File: src/rtl/core/alcd_pkg.sv
// Package for the ASCII line command decoder.
// Keyword table, character codes, scan types and the result struct.
// No dependencies.
`default_nettype none

package alcd_pkg;

  localparam int unsigned LINE_BYTES_DEF = 32;
  localparam int unsigned KW_NUM         = 6;
  localparam int unsigned TARGET_W       = 3;
  localparam int unsigned VALUE_W        = 32;

  localparam logic [7:0] ASCII_NUL   = 8'h00;
  localparam logic [7:0] ASCII_TAB   = 8'h09;
  localparam logic [7:0] ASCII_LF    = 8'h0A;
  localparam logic [7:0] ASCII_CR    = 8'h0D;
  localparam logic [7:0] ASCII_SPACE = 8'h20;
  localparam logic [7:0] ASCII_PLUS  = 8'h2B;
  localparam logic [7:0] ASCII_MINUS = 8'h2D;
  localparam logic [7:0] ASCII_ZERO  = 8'h30;
  localparam logic [7:0] ASCII_NINE  = 8'h39;

  // keyword text, padded with zero bytes to eight characters
  localparam logic [7:0] KW_TEXT [KW_NUM][8] = '{
    '{"I", "G", "N", " ", 8'h00, 8'h00, 8'h00, 8'h00},
    '{"D", "O", "O", "R", " ", 8'h00, 8'h00, 8'h00},
    '{"L", "O", "C", "K", " ", 8'h00, 8'h00, 8'h00},
    '{"B", "L", "I", "N", "K", " ", 8'h00, 8'h00},
    '{"W", "I", "P", " ", 8'h00, 8'h00, 8'h00, 8'h00},
    '{"S", "P", "D", " ", 8'h00, 8'h00, 8'h00, 8'h00}
  };

  localparam logic [2:0] KW_LEN [KW_NUM] = '{3'd4, 3'd5, 3'd5, 3'd6, 3'd4, 3'd4};

  typedef enum logic [1:0] {
    SC_IDLE,
    SC_RUN,
    SC_DONE
  } scan_state_e;

  typedef enum logic [1:0] {
    PH_KW,
    PH_SKIP,
    PH_DIG
  } scan_phase_e;

  typedef struct packed {
    logic [TARGET_W-1:0] target;
    logic [VALUE_W-1:0]  value;
  } alcd_result_t;

  function automatic logic is_blank(input logic [7:0] c);
    return (c == ASCII_SPACE) || ((c >= ASCII_TAB) && (c <= ASCII_CR));
  endfunction

  function automatic logic is_digit(input logic [7:0] c);
    return (c >= ASCII_ZERO) && (c <= ASCII_NINE);
  endfunction

endpackage : alcd_pkg

`default_nettype wire

File: src/rtl/core/alcd_line_ram.sv
// Line store: one write port, one read port, registered read data.
// Depends on nothing but its parameter.
`default_nettype none

module alcd_line_ram #(
  parameter int unsigned LINE_BYTES = 32,
  localparam int unsigned AW = $clog2(LINE_BYTES)
) (
  input  wire logic          clk_i,
  input  wire logic          we_i,
  input  wire logic [AW-1:0] waddr_i,
  input  wire logic [7:0]    wdata_i,
  input  wire logic          re_i,
  input  wire logic [AW-1:0] raddr_i,
  output logic      [7:0]    rdata_o
);

  logic [7:0] mem [LINE_BYTES];
  logic [7:0] rdata_q;

  always_ff @(posedge clk_i) begin
    if (we_i) begin
      mem[waddr_i] <= wdata_i;
    end
    if (re_i) begin
      rdata_q <= mem[raddr_i];
    end
  end

  assign rdata_o = rdata_q;

endmodule : alcd_line_ram

`default_nettype wire

File: src/rtl/core/alcd_scan.sv
// Line scanner: walks the line store one byte per cycle, matches keywords
// and converts the trailing decimal number. Uses alcd_pkg.
`default_nettype none

module alcd_scan
  import alcd_pkg::*;
#(
  parameter int unsigned LINE_BYTES = LINE_BYTES_DEF,
  localparam int unsigned AW = $clog2(LINE_BYTES)
) (
  input  wire logic          clk_i,
  input  wire logic          rst_ni,
  input  wire logic          start_i,
  input  wire logic [AW-1:0] len_i,
  output logic               rd_en_o,
  output logic      [AW-1:0] rd_addr_o,
  input  wire logic [7:0]    rd_data_i,
  output logic               busy_o,
  output logic               res_valid_o,
  input  wire logic          res_ready_i,
  output alcd_result_t       res_o
);

  scan_state_e         state_q, state_d;
  scan_phase_e         phase_q, phase_d;
  logic [AW-1:0]       pos_q, pos_d;
  logic [AW-1:0]       len_q, len_d;
  logic [KW_NUM-1:0]   alive_q, alive_d;
  logic [TARGET_W-1:0] target_q, target_d;
  logic [VALUE_W-1:0]  acc_q, acc_d;
  logic                neg_q, neg_d;

  logic                end_txt;
  logic                kw_hit;
  logic [TARGET_W-1:0] kw_idx;
  logic [KW_NUM-1:0]   alive_nx;
  logic [3:0]          dig;
  logic                finish_res, finish_none;

  assign end_txt = (pos_q == len_q) || (rd_data_i == ASCII_NUL);
  assign dig     = rd_data_i[3:0];

  always_comb begin
    kw_hit   = 1'b0;
    kw_idx   = '0;
    alive_nx = '0;
    for (int k = 0; k < KW_NUM; k++) begin
      alive_nx[k] = alive_q[k] && (pos_q < AW'(KW_LEN[k]))
                    && (rd_data_i == KW_TEXT[k][pos_q[2:0]]);
      if (alive_nx[k] && (pos_q == AW'(KW_LEN[k] - 3'd1)) && !kw_hit) begin
        kw_hit = 1'b1;
        kw_idx = TARGET_W'(k);
      end
    end
  end

  // byte classification and end conditions while running
  always_comb begin
    finish_res  = 1'b0;
    finish_none = 1'b0;
    if (end_txt) begin
      finish_res  = (phase_q != PH_KW);
      finish_none = (phase_q == PH_KW);
    end else begin
      unique case (phase_q)
        PH_KW: begin
          finish_none = !kw_hit && (alive_nx == '0);
        end
        PH_SKIP: begin
          finish_res = !is_blank(rd_data_i) && !is_digit(rd_data_i)
                       && (rd_data_i != ASCII_PLUS) && (rd_data_i != ASCII_MINUS);
        end
        PH_DIG: begin
          finish_res = !is_digit(rd_data_i);
        end
        default: begin
          finish_none = 1'b1;
        end
      endcase
    end
  end

  always_comb begin
    state_d = state_q;
    unique case (state_q)
      SC_IDLE: begin
        if (start_i) begin
          state_d = SC_RUN;
        end
      end
      SC_RUN: begin
        if (finish_res) begin
          state_d = SC_DONE;
        end else if (finish_none) begin
          state_d = SC_IDLE;
        end
      end
      SC_DONE: begin
        if (res_ready_i) begin
          state_d = SC_IDLE;
        end
      end
      default: state_d = SC_IDLE;
    endcase
  end

  always_comb begin
    phase_d  = phase_q;
    pos_d    = pos_q;
    len_d    = len_q;
    alive_d  = alive_q;
    target_d = target_q;
    acc_d    = acc_q;
    neg_d    = neg_q;
    if (state_q == SC_IDLE) begin
      if (start_i) begin
        phase_d = PH_KW;
        pos_d   = '0;
        len_d   = len_i;
        alive_d = '1;
        acc_d   = '0;
        neg_d   = 1'b0;
      end
    end else if (state_q == SC_RUN && !end_txt) begin
      pos_d = pos_q + AW'(1);
      unique case (phase_q)
        PH_KW: begin
          alive_d = alive_nx;
          if (kw_hit) begin
            phase_d  = PH_SKIP;
            target_d = kw_idx;
          end
        end
        PH_SKIP: begin
          if ((rd_data_i == ASCII_PLUS) || (rd_data_i == ASCII_MINUS)) begin
            neg_d   = (rd_data_i == ASCII_MINUS);
            phase_d = PH_DIG;
          end else if (is_digit(rd_data_i)) begin
            acc_d   = VALUE_W'(dig);
            phase_d = PH_DIG;
          end
        end
        PH_DIG: begin
          if (is_digit(rd_data_i)) begin
            acc_d = (acc_q << 3) + (acc_q << 1) + VALUE_W'(dig);
          end
        end
        default: phase_d = PH_KW;
      endcase
    end
  end

  always_comb begin
    rd_en_o     = 1'b0;
    rd_addr_o   = '0;
    busy_o      = (state_q != SC_IDLE);
    res_valid_o = (state_q == SC_DONE);
    unique case (state_q)
      SC_IDLE: begin
        rd_en_o = start_i;
      end
      SC_RUN: begin
        rd_en_o   = 1'b1;
        rd_addr_o = pos_q + AW'(1);
      end
      SC_DONE: begin
        rd_en_o = 1'b0;
      end
      default: rd_en_o = 1'b0;
    endcase
  end

  assign res_o.target = target_q;
  assign res_o.value  = neg_q ? (VALUE_W'(0) - acc_q) : acc_q;

  always_ff @(posedge clk_i or negedge rst_ni) begin
    if (!rst_ni) begin
      state_q <= SC_IDLE;
      phase_q <= PH_KW;
    end else begin
      state_q <= state_d;
      phase_q <= phase_d;
    end
  end

  always_ff @(posedge clk_i) begin
    pos_q    <= pos_d;
    len_q    <= len_d;
    alive_q  <= alive_d;
    target_q <= target_d;
    acc_q    <= acc_d;
    neg_q    <= neg_d;
  end

endmodule : alcd_scan

`default_nettype wire

File: src/rtl/core/ascii_line_command_decoder.sv
// Top level of the ASCII line command decoder.
// Uses alcd_pkg, alcd_line_ram and alcd_scan.
//
//   channel  direction  handshake                payload
//   rx       in         rx_valid_i / rx_ready_o  rx_byte_i
//   res      out        res_valid_o / res_ready_i target_o, value_o
//
// An ordinary byte is written into the line RAM unless LINE_BYTES - 1 bytes are already stored.
// A CR or LF starts a scan through the line RAM, one byte per cycle.
// rx stalls while the scan runs or a scan result waits for the output slot.
// The output register lets bytes be taken while a result waits on res.
// Reset clears the fill count, the scanner and the output valid.
`default_nettype none

module ascii_line_command_decoder
  import alcd_pkg::*;
#(
  parameter int unsigned LINE_BYTES = LINE_BYTES_DEF
) (
  input  wire logic                clk_i,
  input  wire logic                rst_ni,
  input  wire logic                rx_valid_i,
  output logic                     rx_ready_o,
  input  wire logic [7:0]          rx_byte_i,
  output logic                     res_valid_o,
  input  wire logic                res_ready_i,
  output logic      [TARGET_W-1:0] target_o,
  output logic      [VALUE_W-1:0]  value_o
);

  localparam int unsigned AW = $clog2(LINE_BYTES);
  localparam logic [AW-1:0] FILL_MAX = AW'(LINE_BYTES - 1);

  logic [AW-1:0] fill_q, fill_d;
  logic          rx_acc, eol, wr_en;
  logic          rd_en;
  logic [AW-1:0] rd_addr;
  logic [7:0]    rd_data;
  logic          scan_busy, scan_vld, scan_rdy;
  alcd_result_t  scan_res;
  logic          out_vld_q, out_vld_d;
  alcd_result_t  out_q;

  assign rx_ready_o = !scan_busy;
  assign rx_acc     = rx_valid_i && rx_ready_o;
  assign eol        = (rx_byte_i == ASCII_LF) || (rx_byte_i == ASCII_CR);
  assign wr_en      = rx_acc && !eol && (fill_q != FILL_MAX);

  always_comb begin
    fill_d = fill_q;
    if (rx_acc && eol) begin
      fill_d = '0;
    end else if (wr_en) begin
      fill_d = fill_q + AW'(1);
    end
  end

  alcd_line_ram #(
    .LINE_BYTES (LINE_BYTES)
  ) u_ram (
    .clk_i   (clk_i),
    .we_i    (wr_en),
    .waddr_i (fill_q),
    .wdata_i (rx_byte_i),
    .re_i    (rd_en),
    .raddr_i (rd_addr),
    .rdata_o (rd_data)
  );

  alcd_scan #(
    .LINE_BYTES (LINE_BYTES)
  ) u_scan (
    .clk_i       (clk_i),
    .rst_ni      (rst_ni),
    .start_i     (rx_acc && eol),
    .len_i       (fill_q),
    .rd_en_o     (rd_en),
    .rd_addr_o   (rd_addr),
    .rd_data_i   (rd_data),
    .busy_o      (scan_busy),
    .res_valid_o (scan_vld),
    .res_ready_i (scan_rdy),
    .res_o       (scan_res)
  );

  assign scan_rdy = !out_vld_q || res_ready_i;

  always_comb begin
    out_vld_d = out_vld_q;
    if (scan_vld && scan_rdy) begin
      out_vld_d = 1'b1;
    end else if (res_ready_i) begin
      out_vld_d = 1'b0;
    end
  end

  always_ff @(posedge clk_i or negedge rst_ni) begin
    if (!rst_ni) begin
      fill_q    <= '0;
      out_vld_q <= 1'b0;
    end else begin
      fill_q    <= fill_d;
      out_vld_q <= out_vld_d;
    end
  end

  always_ff @(posedge clk_i) begin
    if (scan_vld && scan_rdy) begin
      out_q <= scan_res;
    end
  end

  assign res_valid_o = out_vld_q;
  assign target_o    = out_q.target;
  assign value_o     = out_q.value;

  a_eol_stalls_rx : assert property (@(posedge clk_i) disable iff (!rst_ni)
    rx_acc && eol |=> !rx_ready_o && (fill_q == '0))
    else $error("line end did not start a scan");

  a_fill_bound : assert property (@(posedge clk_i) disable iff (!rst_ni)
    fill_q <= FILL_MAX)
    else $error("fill count beyond line length");

  a_target_range : assert property (@(posedge clk_i) disable iff (!rst_ni)
    res_valid_o |-> (target_o < TARGET_W'(KW_NUM)))
    else $error("target code out of range");

  a_no_write_in_scan : assert property (@(posedge clk_i) disable iff (!rst_ni)
    scan_busy |-> !wr_en)
    else $error("line RAM written during scan");

endmodule : ascii_line_command_decoder

`default_nettype wire

File: config.mk
export PLATFORM = sky130hd
export DESIGN_NAME = ascii_line_command_decoder
export DESIGN_NICKNAME = d
export VERILOG_FILES = /design/src/rtl/core/alcd_pkg.sv /design/src/rtl/core/alcd_line_ram.sv /design/src/rtl/core/alcd_scan.sv /design/src/rtl/core/ascii_line_command_decoder.sv
export SDC_FILE = /design/constraint.sdc
export NUM_CORES = 1
export LEC_CHECK = 0
export BUFFER_PORTS_ARGS = -buffer_cell sky130_fd_sc_hd__buf_2
export CORE_ASPECT_RATIO = 2
export CORE_MARGIN = 1.5
export CORE_UTILIZATION = 57
export CTS_CLUSTER_SIZE = 12
export DETAILED_ROUTE_END_ITERATION = 16
export PLACE_DENSITY_LB_ADDON = 0.15
export SYNTH_ARGS = -nofsm -noshare
export SYNTH_HDL_FRONTEND = slang
export SYNTH_SLANG_ARGS = --single-unit
File: constraint.sdc
create_clock -name clk_i -period 3.6 [get_ports clk_i]
set_input_delay 0.54 -clock clk_i [delete_from_list [all_inputs] [get_ports clk_i]]
set_output_delay 0.54 -clock clk_i [all_outputs]
set_load 0.01 [all_outputs]
# --- Yosys cells after proc, flatten, opt, wreduce, memory -nomap -nowiden ---
# Memory sizes are Yosys's and may differ from the RTL's. A register that Yosys moved wholly into a read port is not among the register bits.
# Index checks and enable logic that the tools add are counted.
word_totals:
  rom_bits: 384
  in_bits: 12
  ram_bits: 256
  wordCells: 207
  ff_bits: 97
  n_memories: 7
  output_inout_bits: 37
op_classes:
  n_reduce_logical: 75
  bitwise_logic: 2
  mux: 66
  n_addsub: 5
  n_lt_le_gt_ge: 8
  eq_ne: 31
mem_list:
  columns: ["memory", "words", "word_bits", "read_ports", "rd_clocked_by_memory_dff", "wr", "line_no", "source"]
  rows:
  - ["u_ram.mem", 32, 8, 1, 1, 1, "alcd_line_ram.sv:18", "logic [7:0] mem [LINE_BYTES];"]
  - ["(name not given)", 8, 8, 1, 0, 0, "alcd_scan.sv:49", "&& (rd_data_i == KW_TEXT[k][pos_q[2:0]]);"]
  - ["(name not given)", 8, 8, 1, 0, 0, "alcd_scan.sv:49", null]
  - ["(name not given)", 8, 8, 1, 0, 0, "alcd_scan.sv:49", null]
  - ["(name not given)", 8, 8, 1, 0, 0, "alcd_scan.sv:49", null]
  - ["(name not given)", 8, 8, 1, 0, 0, "alcd_scan.sv:49", null]
  - ["+1 memories", null, null, null, null, null, null, null]
ops:
  columns: ["op", "n"]
  rows:
  - ["$mux 32", 7]
  - ["$mux 8", 12]
  - ["$pmux 32 s2", 1]
  - ["$eq 8x8->1", 6]
  - ["$logic_and 1x1->1", 35]
  - ["$add 32x32->32", 1]
  - ["$add 32x4->32", 1]
  - ["$sub 1x32->32 const A", 1]
  - ["$mux 5", 6]
  - ["$eq 8x6->1 const B", 3]
  - ["$mux 6", 4]
  - ["$mux 2", 10]
  - ["$mux 1", 19]
  - ["$eq 8x4->1 const B", 2]
  - ["$ne 8x6->1 const B", 2]
  - ["$reduce_bool 2->1", 8]
  - ["$lt 5x3->1 const B", 3]
  - ["$logic_not 1->1", 12]
  - ["$pmux 2 s3", 2]
  - ["$add 5x1->5 const B", 2]
  - ["$eq 5x3->1 const B", 2]
  - ["$ne 3x1->1 const B", 3]
  - ["$ge 8x4->1 const B", 1]
  - ["$ge 8x6->1 const B", 1]
  - ["26 further kinds", 43]

# --- Logic depth before layout (Yosys ltp) ---
# Gate-level depths: netlist (run 1).
depth:
  depth_word: 30
  mapped_depth: 14
  ltp_nobuf: 10

# --- Cells and area by module ---
# From an unflattened synthesis (run 1), not the netlist that was laid out.
hier_totals:
  hier_cells: 1150
  area_unflattened_um2: 17370.4
modules_own_cells:
  columns: ["module", "seq_area_each_um2", "cells_per_inst", "area_per_inst_um2", "n_inst"]
  rows:
  - ["alcd_line_ram", 7927.6, 417, 10133.5, 1]
  - ["alcd_scan", 1661.6, 662, 5814.3, 1]
  - ["ascii_line_command_decoder", 1201.2, 71, 1422.6, 1]

# --- Least setup slack after synthesis (run 1) ---
# No wires, ideal clock.
synth_timing:
  path_type: "register to register"
  startpoint: "reg u_scan.pos_q[0]"
  endpoint: "reg u_scan.target_q[0] (enable)"
  t_required_ns: 3.229
  stages_incl_launch_ff: 14
  path_buffers: 4
  setup_ns: 0.371
  period_less_slack_ns: 3.773
  slack_ns: -0.173
  arrival_time_ns: 3.402
  path_cell_list: "edfxtp_1 inv_1 clkbuf_1 clkbuf_1 clkbuf_1 ha_1 buf_2 xor2_1 a22oi_1 o31a_1 or4_1 a21oi_1 nor3_1 nor4_1"
synth_between:
  elab_chain_len: 24
synth_lines:
  columns: ["item", "line_no", "source"]
  rows:
  - ["start, declared", "alcd_scan.sv:26", "logic [AW-1:0] pos_q, pos_d;"]
  - ["start signal, assigned", "alcd_scan.sv:187", "pos_q <= pos_d;"]
  - ["$not 3->4 (not written as such)", "alcd_scan.sv:49", null]
  - ["$mem_v2 8x8", null, null]
  - ["$mux 8 (not written as such) (2 in series)", "alcd_scan.sv:49", null]
  - ["$eq 8x8->1", "alcd_scan.sv:49", null]
  - ["$logic_and 1x1->1", "alcd_scan.sv:49", null]
  - ["$logic_and 1x1->1", "alcd_scan.sv:50", "if (alive_nx[k] && (pos_q == AW'(KW_LEN[k] - 3'd1)) && !kw_hit) begin"]
  - ["$mux 1", "alcd_scan.sv:50", null]
  - ["$logic_not 1->1", "alcd_scan.sv:50", null]
  - ["(+7 left out)", null, null]
  - ["$mux 1", "alcd_scan.sv:50", null]
  - ["$logic_not 1->1", "alcd_scan.sv:50", null]
  - ["$logic_and 1x1->1", "alcd_scan.sv:50", null]
  - ["$mux 1", "alcd_scan.sv:50", null]
  - ["$logic_not 1->1", "alcd_scan.sv:50", null]
  - ["$logic_and 1x1->1", "alcd_scan.sv:50", null]
  - ["$mux 1", "alcd_scan.sv:50", null]
  - ["$reduce_and 4->1 (no line) (*)", null, null]
  - ["end signal, assigned", "alcd_scan.sv:190", "target_q <= target_d;"]
  - ["end, declared", "alcd_scan.sv:29", "logic [TARGET_W-1:0] target_q, target_d;"]
# Mark *: on every way between the ends. The rest lies on a longest branch, timed or not. The select of a mux whose other input is x is not followed.
# A chain may end at the register's enable or synchronous reset.

# --- Final worst setup path (run 1) ---
layout_timing:
  startpoint: "reg u_ram.rdata_q[3], in the netlist u_ram.rdata_o[3], read port of u_ram.mem"
  endpoint: "reg u_scan.acc_q[26] (data pin)"
layout_between:
  elab_chain_len: 5
layout_lines:
  columns: ["item", "line_no", "source"]
  rows:
  - ["start, declared", "alcd_line_ram.sv:19", "logic [7:0] rdata_q;"]
  - ["$add 32x4->32", "alcd_scan.sv:145", "acc_d = (acc_q << 3) + (acc_q << 1) + VALUE_W'(dig);"]
  - ["$mux 32", "alcd_scan.sv:144", "if (is_digit(rd_data_i)) begin"]
  - ["$pmux 32 s2", "alcd_scan.sv:126", "unique case (phase_q)"]
  - ["$mux 32", "alcd_scan.sv:124", "end else if (state_q == SC_RUN && !end_txt) begin"]
  - ["$mux 32", "alcd_scan.sv:115", "if (state_q == SC_IDLE) begin"]
  - ["end signal, assigned", "alcd_scan.sv:191", "acc_q <= acc_d;"]
  - ["end, declared", "alcd_scan.sv:30", "logic [VALUE_W-1:0] acc_q, acc_d;"]
# No other way between the ends. The select of a mux whose other input is x is not followed.

==> results_dict.tcl, run 1 <==
set metrics [dict create \
    synth_nets 1464 \
    ys.flop_type "edfxtp_1" \
    fin_cells 1898 \
    cp_data_required_time_ns 3.89 \
    clk_latency_ns 0.54 \
    synth_area_leader_cell "edfxtp_1" \
    antenna_found_initial 1 \
    nets 1545 \
    io_pins 49 \
    place_inst 1836 \
    drv_slew 0 \
    cts_setup_buffers 0 \
    grt_pass1_vias 11900 \
    crit_type "flop to flop" \
    row_count 91 \
    clk_pin_slew_ns 0.06 \
    nFillCells 2323 \
    synth_cell_types 71 \
    start_util_pct 58.1 \
    path_depth 10 \
    die_y_um 254 \
    drt_pass1_iterations 5 \
    syn_avg_cell_area_sq_um 13.0 \
    grtUsageTotal_pct 26.7 \
    post-route-period-util_pct 93.3 \
    cts-buffers-inserted 36 \
    fp.dieW_um 128 \
    regToRegEndpoint "u_scan.acc_q[26]" \
    core_sq_um 30900 \
    ir_drop_mv 0.429 \
    crit_path_end "u_scan.acc_q[26]" \
    num_vias 11600 \
    outcome "finished, final reports clean" \
    r2r_slack_ns 0.24 \
    p_leak_nw 6.80 \
    crit_slowest_cell "fa_1" \
    remaining_drc_errors 0 \
    dieArea_sq_um 32600 \
    netlist_area_sq_um 17900 \
    min_period_ns 3.36 \
    antenna_cells 0 \
    dp_hpwl_um 30100 \
    cp.buffers_inverters 1 \
    relSlewSlack_pct 32.2 \
    drv_cap 0 \
    fmax_ghz 0.298 \
    ant_nets 0 \
    worstPathCellList "fa_1 > fa_1 > a21o_1 > nand4_1 > a2111oi_2 > buf_4 > nor3_2 > o311ai_1 > a21oi_1 > a31o_2" \
    cts_tree "built" \
    htreeDepth 2 \
    tightest_slew_ns 1.02 \
    ys_ff_latch 361 \
    synth-async-reset-ratio_pct 2.77 \
    setup-violations-final 0 \
    routed_wl_um 42100 \
    clockBufferDepth 3 \
    endpoint_kind "flop" \
    crit_arrival_ns 3.65 \
    tns_ns 0 \
    crit_top_cell "fa_1" \
    grt-ovfl-total 0 \
    synth_edf_count 351 \
    crit_start "u_ram.rdata_o[3]" \
    area_growth_pct 11.6 \
    hold_viol 0 \
    slowest_delay_ns 0.62 \
    p_per_area_nw_per_um2 437 \
    synthCells 1376 \
    crit_path_max_fanout 5 \
    cts_num_sinks 361 \
    drt_iter0_drc 834 \
    ys_seq_area_share_pct 60.2 \
    gp_congestion 0.929 \
    wl_per_cell_um 22.2 \
    grt_setup_unrepaired "no" \
    vias_per_cell 6.11 \
    synth_top_area_share_pct 58.8 \
    portBuffers 48 \
    worstSetupStartpointType "flop" \
    grt_pass1_wl_um 65000 \
    hold_path.class "input pin to flop" \
    yosys_warnings 0 \
    crit_family "compound AO/OA/AOI/OAI gates" \
    drive_gt1_share_pct 14.9 \
    ys_top_cells_by_area "edfxtp_1 59%, ha_1 5.2%, mux2i_1 3.6%" \
    grt_max_degree 42 \
    skew_ns 0.0156 \
    r2r-start "u_ram.rdata_o[3]" \
    root_buffer "clkbuf_16" \
    ff2ff_path_depth 10 \
]
-- report_power, final --
group	switching [W]	internal, W	total (W)
Combinational	0.000310	0.000161	0.000471
Sequential	0.0000955	0.00477	0.00486
Clock	0.00151	0.00189	0.00340
-- repair_timing --
action / CTS / global route
hold buffers: 1 / 0
setup endpoints to repair: 0 / 4
hold endpoints to repair: 10 / 0
gates resized for setup: 0 / 2
-- how the worst min path moves through the flow --
stage,cells past startpoint,start,end
after CTS,3,res_ready_i,res_valid_o
after detailed placement,0,u_scan.target_q[0],target_o[0]
after floorplan,0,rst_ni,fill_q[0]
after global routing,3,res_ready_i,res_valid_o
after global placement,0,u_scan.target_q[0],target_o[0]
final,3,res_ready_i,res_valid_o
-- routing by layer --
metal / share of wire [%] / vias to the layer above / global-route usage, %
met5: 0 / - / 0
met4: 6.1 / 0 / 16.2
met3: 2.9 / 115 / 3.01
met2: 57 / 279 / 52.1
met1: 34 / 5763 / 26.2
li1: - / 5447 / -
-- cell usage in the layout, fill, tap and decap left out, types with 5 or more instances in the layout --
master | synthesis | routed
nand2_1 | 76 | 76
a21oi_1 | 32 | 32
ha_1 | 74 | 74
or3_1 | 40 | 40
clkbuf_16 | 0 | 36
nor2b_1 | 7 | 5
xor2_1 | 28 | 28
edfxtp_1 | 351 | 351
mux2i_1 | 64 | 64
buf_4 | 4 | 70
nand4_1 | 10 | 10
nor3b_1 | 10 | 10
nand2b_1 | 11 | 11
mux2_2 | 25 | 25
o21a_1 | 8 | 8
xnor2_1 | 46 | 46
mux4_2 | 16 | 16
o221ai_1 | 33 | 33
dfrtp_1 | 10 | 10
nor3_1 | 23 | 22
buf_2 | 17 | 48
o41ai_1 | 6 | 6
o21ai_0 | 86 | 86
and3_1 | 7 | 7
nor2_1 | 129 | 127
or4_1 | 5 | 5
o31ai_1 | 13 | 13
o211ai_1 | 13 | 13
nand3b_1 | 8 | 8
nand3_1 | 21 | 21
clkbuf_1 | 53 | 20
a211oi_1 | 12 | 12
a21o_1 | 12 | 12
a2bb2oi_1 | 33 | 33
and2_1 | 9 | 9
inv_1 | 20 | 19
-- sequential cells by signal, indices dropped and copies added, names as in the netlist, 2 cells and up --
register and flops:
u_scan.len_q 5, fill_q 5, u_scan.pos_q 5, u_ram.rdata_o 8, u_scan.state_q 2, u_scan.target_q 3, u_ram.mem 256, u_scan.acc_q 32
value_o 32, target_o 3, u_scan.phase_q 2, u_scan.alive_q 6
-- cell families (layout without fill, tap and decap cells) --
kind of cell	count (synthesis)	after routing	synth area share [%]
simple gates	379	379	10.5
flops	361	361	60.2
compound gates	283	283	10.9
mux	105	105	7.15
buf+inv	98	202	2.30
fa+ha+maj	76	76	5.39
xor+xnor	74	74	3.62
-- synthesized netlist by cell type, drive strengths merged (3+ instances only) --
master   number
edfxtp      351
nor2        130
o21ai        86
nand2        76
ha           74
mux2i        64
clkbuf       53
xnor2        46
or3          40
a2bb2oi      33
o221ai       33
a21oi        32
xor2         28
buf          25
mux2         25
nor3         24
nand3        21
inv          20
mux4         16
o211ai       13
o31ai        13
a211oi       12
a21o         12
nand2b       11
dfrtp        10
nand4        10
nor3b        10
and2          9
nand3b        8
o21a          8
and3          7
nor2b         7
o41ai         6
or4           6
nor4          5
a22oi         4
a31oi         4
o21bai        3
or2           3
or3b          3
-- worst min-delay path, stage by stage --
cell and delay [ns]:
buf_2 0.07, nand2b_1 0.13, nand2_1 0.07
-- through the flow --
stage	util (%)	hold WS, ns	power, W	setup WS, ns	cell area (sq um)
after global placement	61.4	0.406	0.00540	0.171	19000
after CTS	64.8	0.306	0.00879	0.0738	20000
final	64.8	0.320	0.00873	0.240	20000
after floorplan	-	0.244	0.00518	0.0987	17900
after global routing	64.8	0.331	0.00897	0.0619	20000
after detailed placement	61.4	0.407	0.00542	0.0765	19000
-- cell type report --
cell class                      instances  area [sq um]  share of cell area, %
Sequential cell                       361         10800                   54.0
Timing Repair Buffer                  121           816                   4.08
Inverter                               20          75.1                  0.375
Clock inverter                          4          33.8                  0.169
Multi-Input combinational cell        917          6770                   33.9
Tap cell                              418           523                   2.62
Clock buffer                           57           990                   4.95
No activity file was read; power rests on OpenSTA's default activity.
==> run 2: changes to the inputs <==
--- a/config.mk
+++ b/config.mk
@@ -8,7 +8,8 @@
 export BUFFER_PORTS_ARGS = -buffer_cell sky130_fd_sc_hd__buf_2
 export CORE_ASPECT_RATIO = 2
 export CORE_MARGIN = 1.5
-export CORE_UTILIZATION = 57
+export CORE_UTILIZATION = 62
+export CTS_BUF_LIST = sky130_fd_sc_hd__clkbuf_4
 export CTS_CLUSTER_SIZE = 12
 export DETAILED_ROUTE_END_ITERATION = 16
 export PLACE_DENSITY_LB_ADDON = 0.15
==> constraint.sdc (replaced) <==
create_clock -name clk_i -period 3.3 [get_ports clk_i]
set_input_delay 0.495 -clock clk_i [delete_from_list [all_inputs] [get_ports clk_i]]
set_output_delay 0.495 -clock clk_i [all_outputs]
set_load 0.01 [all_outputs]
==> results_dict.tcl, run 2 (synthesis gave the netlist of run 1 again) <==
set metrics [dict create \
    dpl_cell_area_sq_um 19000 \
    nets 1593 \
    ant_nets 0 \
    wl_per_cell_um 22.4 \
    endpoint_kind "flop" \
    cp_data_required_time_ns 3.79 \
    core_sq_um 28300 \
    drive_gt1_share_pct 19.8 \
    final_cell_area_sq_um 20100 \
    min_period_ns 3.19 \
    num_vias 12100 \
    crit_type "flop to flop" \
    r2r-start "u_scan.acc_q[1]" \
    post-route-period-util_pct 96.6 \
    drt_iter0_drc 954 \
    layout_commonest_cell "edfxtp_1" \
    setup-violations-final 0 \
    routed_wl_um 43000 \
    remaining_drc_errors 0 \
    grtUsageTotal_pct 29.8 \
    grt_max_degree 68 \
    grt_pass1_vias 12600 \
    fmax_ghz 0.314 \
    place_inst 1778 \
    tns_ns 0 \
    drv_slew 0 \
    row_count 87 \
    io_pins 49 \
    fp.dieW_um 123 \
    dieArea_sq_um 30000 \
    crit_arrival_ns 3.68 \
    start_util_pct 63.3 \
    grt-ovfl-total 0 \
    cts-buffers-inserted 77 \
    drt_pass1_iterations 5 \
    outcome "finished, final reports clean" \
    vias_per_cell 6.33 \
    fin_cells 1918 \
    mostFrequentLayoutCells "351 x edfxtp_1, 127 x nor2_1, 112 x clkbuf_4, 86 x o21ai_0, 76 x nand2_1" \
    r2r_slack_ns 0.11 \
    cts_tree "built" \
    top_register "u_ram.mem" \
    ir_drop_mv 0.552 \
    nFillCells 1981 \
    crit_path_max_fanout 4 \
    root_buffer "clkbuf_4" \
    p_leak_nw 6.94 \
    htreeDepth 3 \
    p_per_area_nw_per_um2 459 \
    hold_viol 0 \
    skew_ns 0.0414 \
    antenna_found_initial 1 \
    grt_pass1_wl_um 66100 \
    portBuffers 48 \
    largest_register_ffs 256 \
    drv_cap 0 \
    cts_num_sinks 361 \
    die_y_um 243 \
    clk_latency_ns 0.75 \
    clk_pin_slew_ns 0.08 \
    regToRegEndpoint "u_scan.acc_q[22]" \
    dp_hpwl_um 30200 \
    tightest_slew_ns 1.02 \
    relSlewSlack_pct 31.9 \
    worstSetupStartpointType "flop" \
    power_w 0.00920 \
    hold_path.class "input pin to async pin" \
    area_growth_pct 11.9 \
    ff2ff_path_depth 12 \
    clockBufferDepth 3 \
    gp_congestion 0.958 \
]
## run 2: changes by cell type in the layout (fill, tap and decap cells not counted), sizes merged
cell,before,now
buf,120,126
clkinv,3,20
clkbuf,57,112
diode,0,1
bufinv,0,2
dlygate4sd3,1,2
## run 2: through the flow
stage	worst slack, ns	hold WS [ns]	utilization [%]
after floorplan	0.00558	0.199	-
after global placement	-0.0317	0.380	67.1
after detailed placement	-0.0745	0.382	67.1
after CTS	0.0673	0.0678	70.6
after global routing	-0.0104	0.105	70.8
final	0.114	0.137	70.8
## run 2: timing repair
| action | CTS | global route |
|---|---|---|
| gates resized for setup | 1 | 7 |
| endpoints found under the setup margin | 2 | 9 |
| hold buffers | 2 | 0 |
| pin swaps | 0 | 2 |
| buffers inserted | 0 | 2 |
| endpoints found under the hold margin | 11 | 0 |
## run 2: final cells by class
| cell class | instances | area, sq um | area share, % |
|---|---|---|---|
| antenna | 1 | 2.50 | 0.0125 |
| multi-input combinational | 917 | 6810 | 34.0 |
| inverter | 20 | 75.1 | 0.374 |
| timing repair buffer | 128 | 946 | 4.72 |
| clock buffer | 112 | 841 | 4.19 |
| sequential | 361 | 10800 | 53.8 |
| clock inverter | 23 | 143 | 0.711 |
| tap | 356 | 445 | 2.22 |
## run 2: worst max-delay path, stage by stage (launching register included)
cell and delay (ns):
edfxtp_1 0.45, ha_1 0.31, ha_1 0.26, fa_1 0.43
a21o_1 0.19, nand4_1 0.15, a2111oi_4 0.10, buf_4 0.16
nor3_1 0.32, buf_4 0.21, o221ai_1 0.14, xnor2_1 0.15
nor2_1 0.05
## run 2: worst max-delay path by stage
stage | depth (start not counted) | to | startpoint
2_1_floorplan | 13 | u_scan.target_q[0] | u_scan.pos_q[0]
3_3_place_gp | 10 | u_scan.acc_q[26] | u_ram.rdata_o[3]
6_report | 12 | u_scan.acc_q[22] | u_scan.acc_q[1]
4_1_cts | 11 | u_scan.acc_q[28] | u_scan.acc_q[1]
5_1_grt | 12 | u_scan.acc_q[22] | u_scan.acc_q[1]
3_5_place_dp | 10 | u_scan.acc_q[26] | u_ram.rdata_o[3]
## run 2: per-layer routing
| metal | vias to the layer above | part of all wire (%) | global-route usage (%) |
|---|---|---|---|
| met1 | 5958 | 32 | 27.8 |
| met4 | 0 | 7.6 | 22.8 |
| met2 | 411 | 56 | 55.1 |
| met5 | - | 0 | 0 |
| met3 | 167 | 3.9 | 5.08 |
| li1 | 5608 | - | - |
## run 2: power by group
group / total (W) / internal (W) / switching [W]
clock: 0.00335 / 0.00172 / 0.00163
combinational: 0.000534 / 0.000189 / 0.000344
sequential: 0.00532 / 0.00520 / 0.000121
total: 0.00920 / 0.00710 / 0.00209
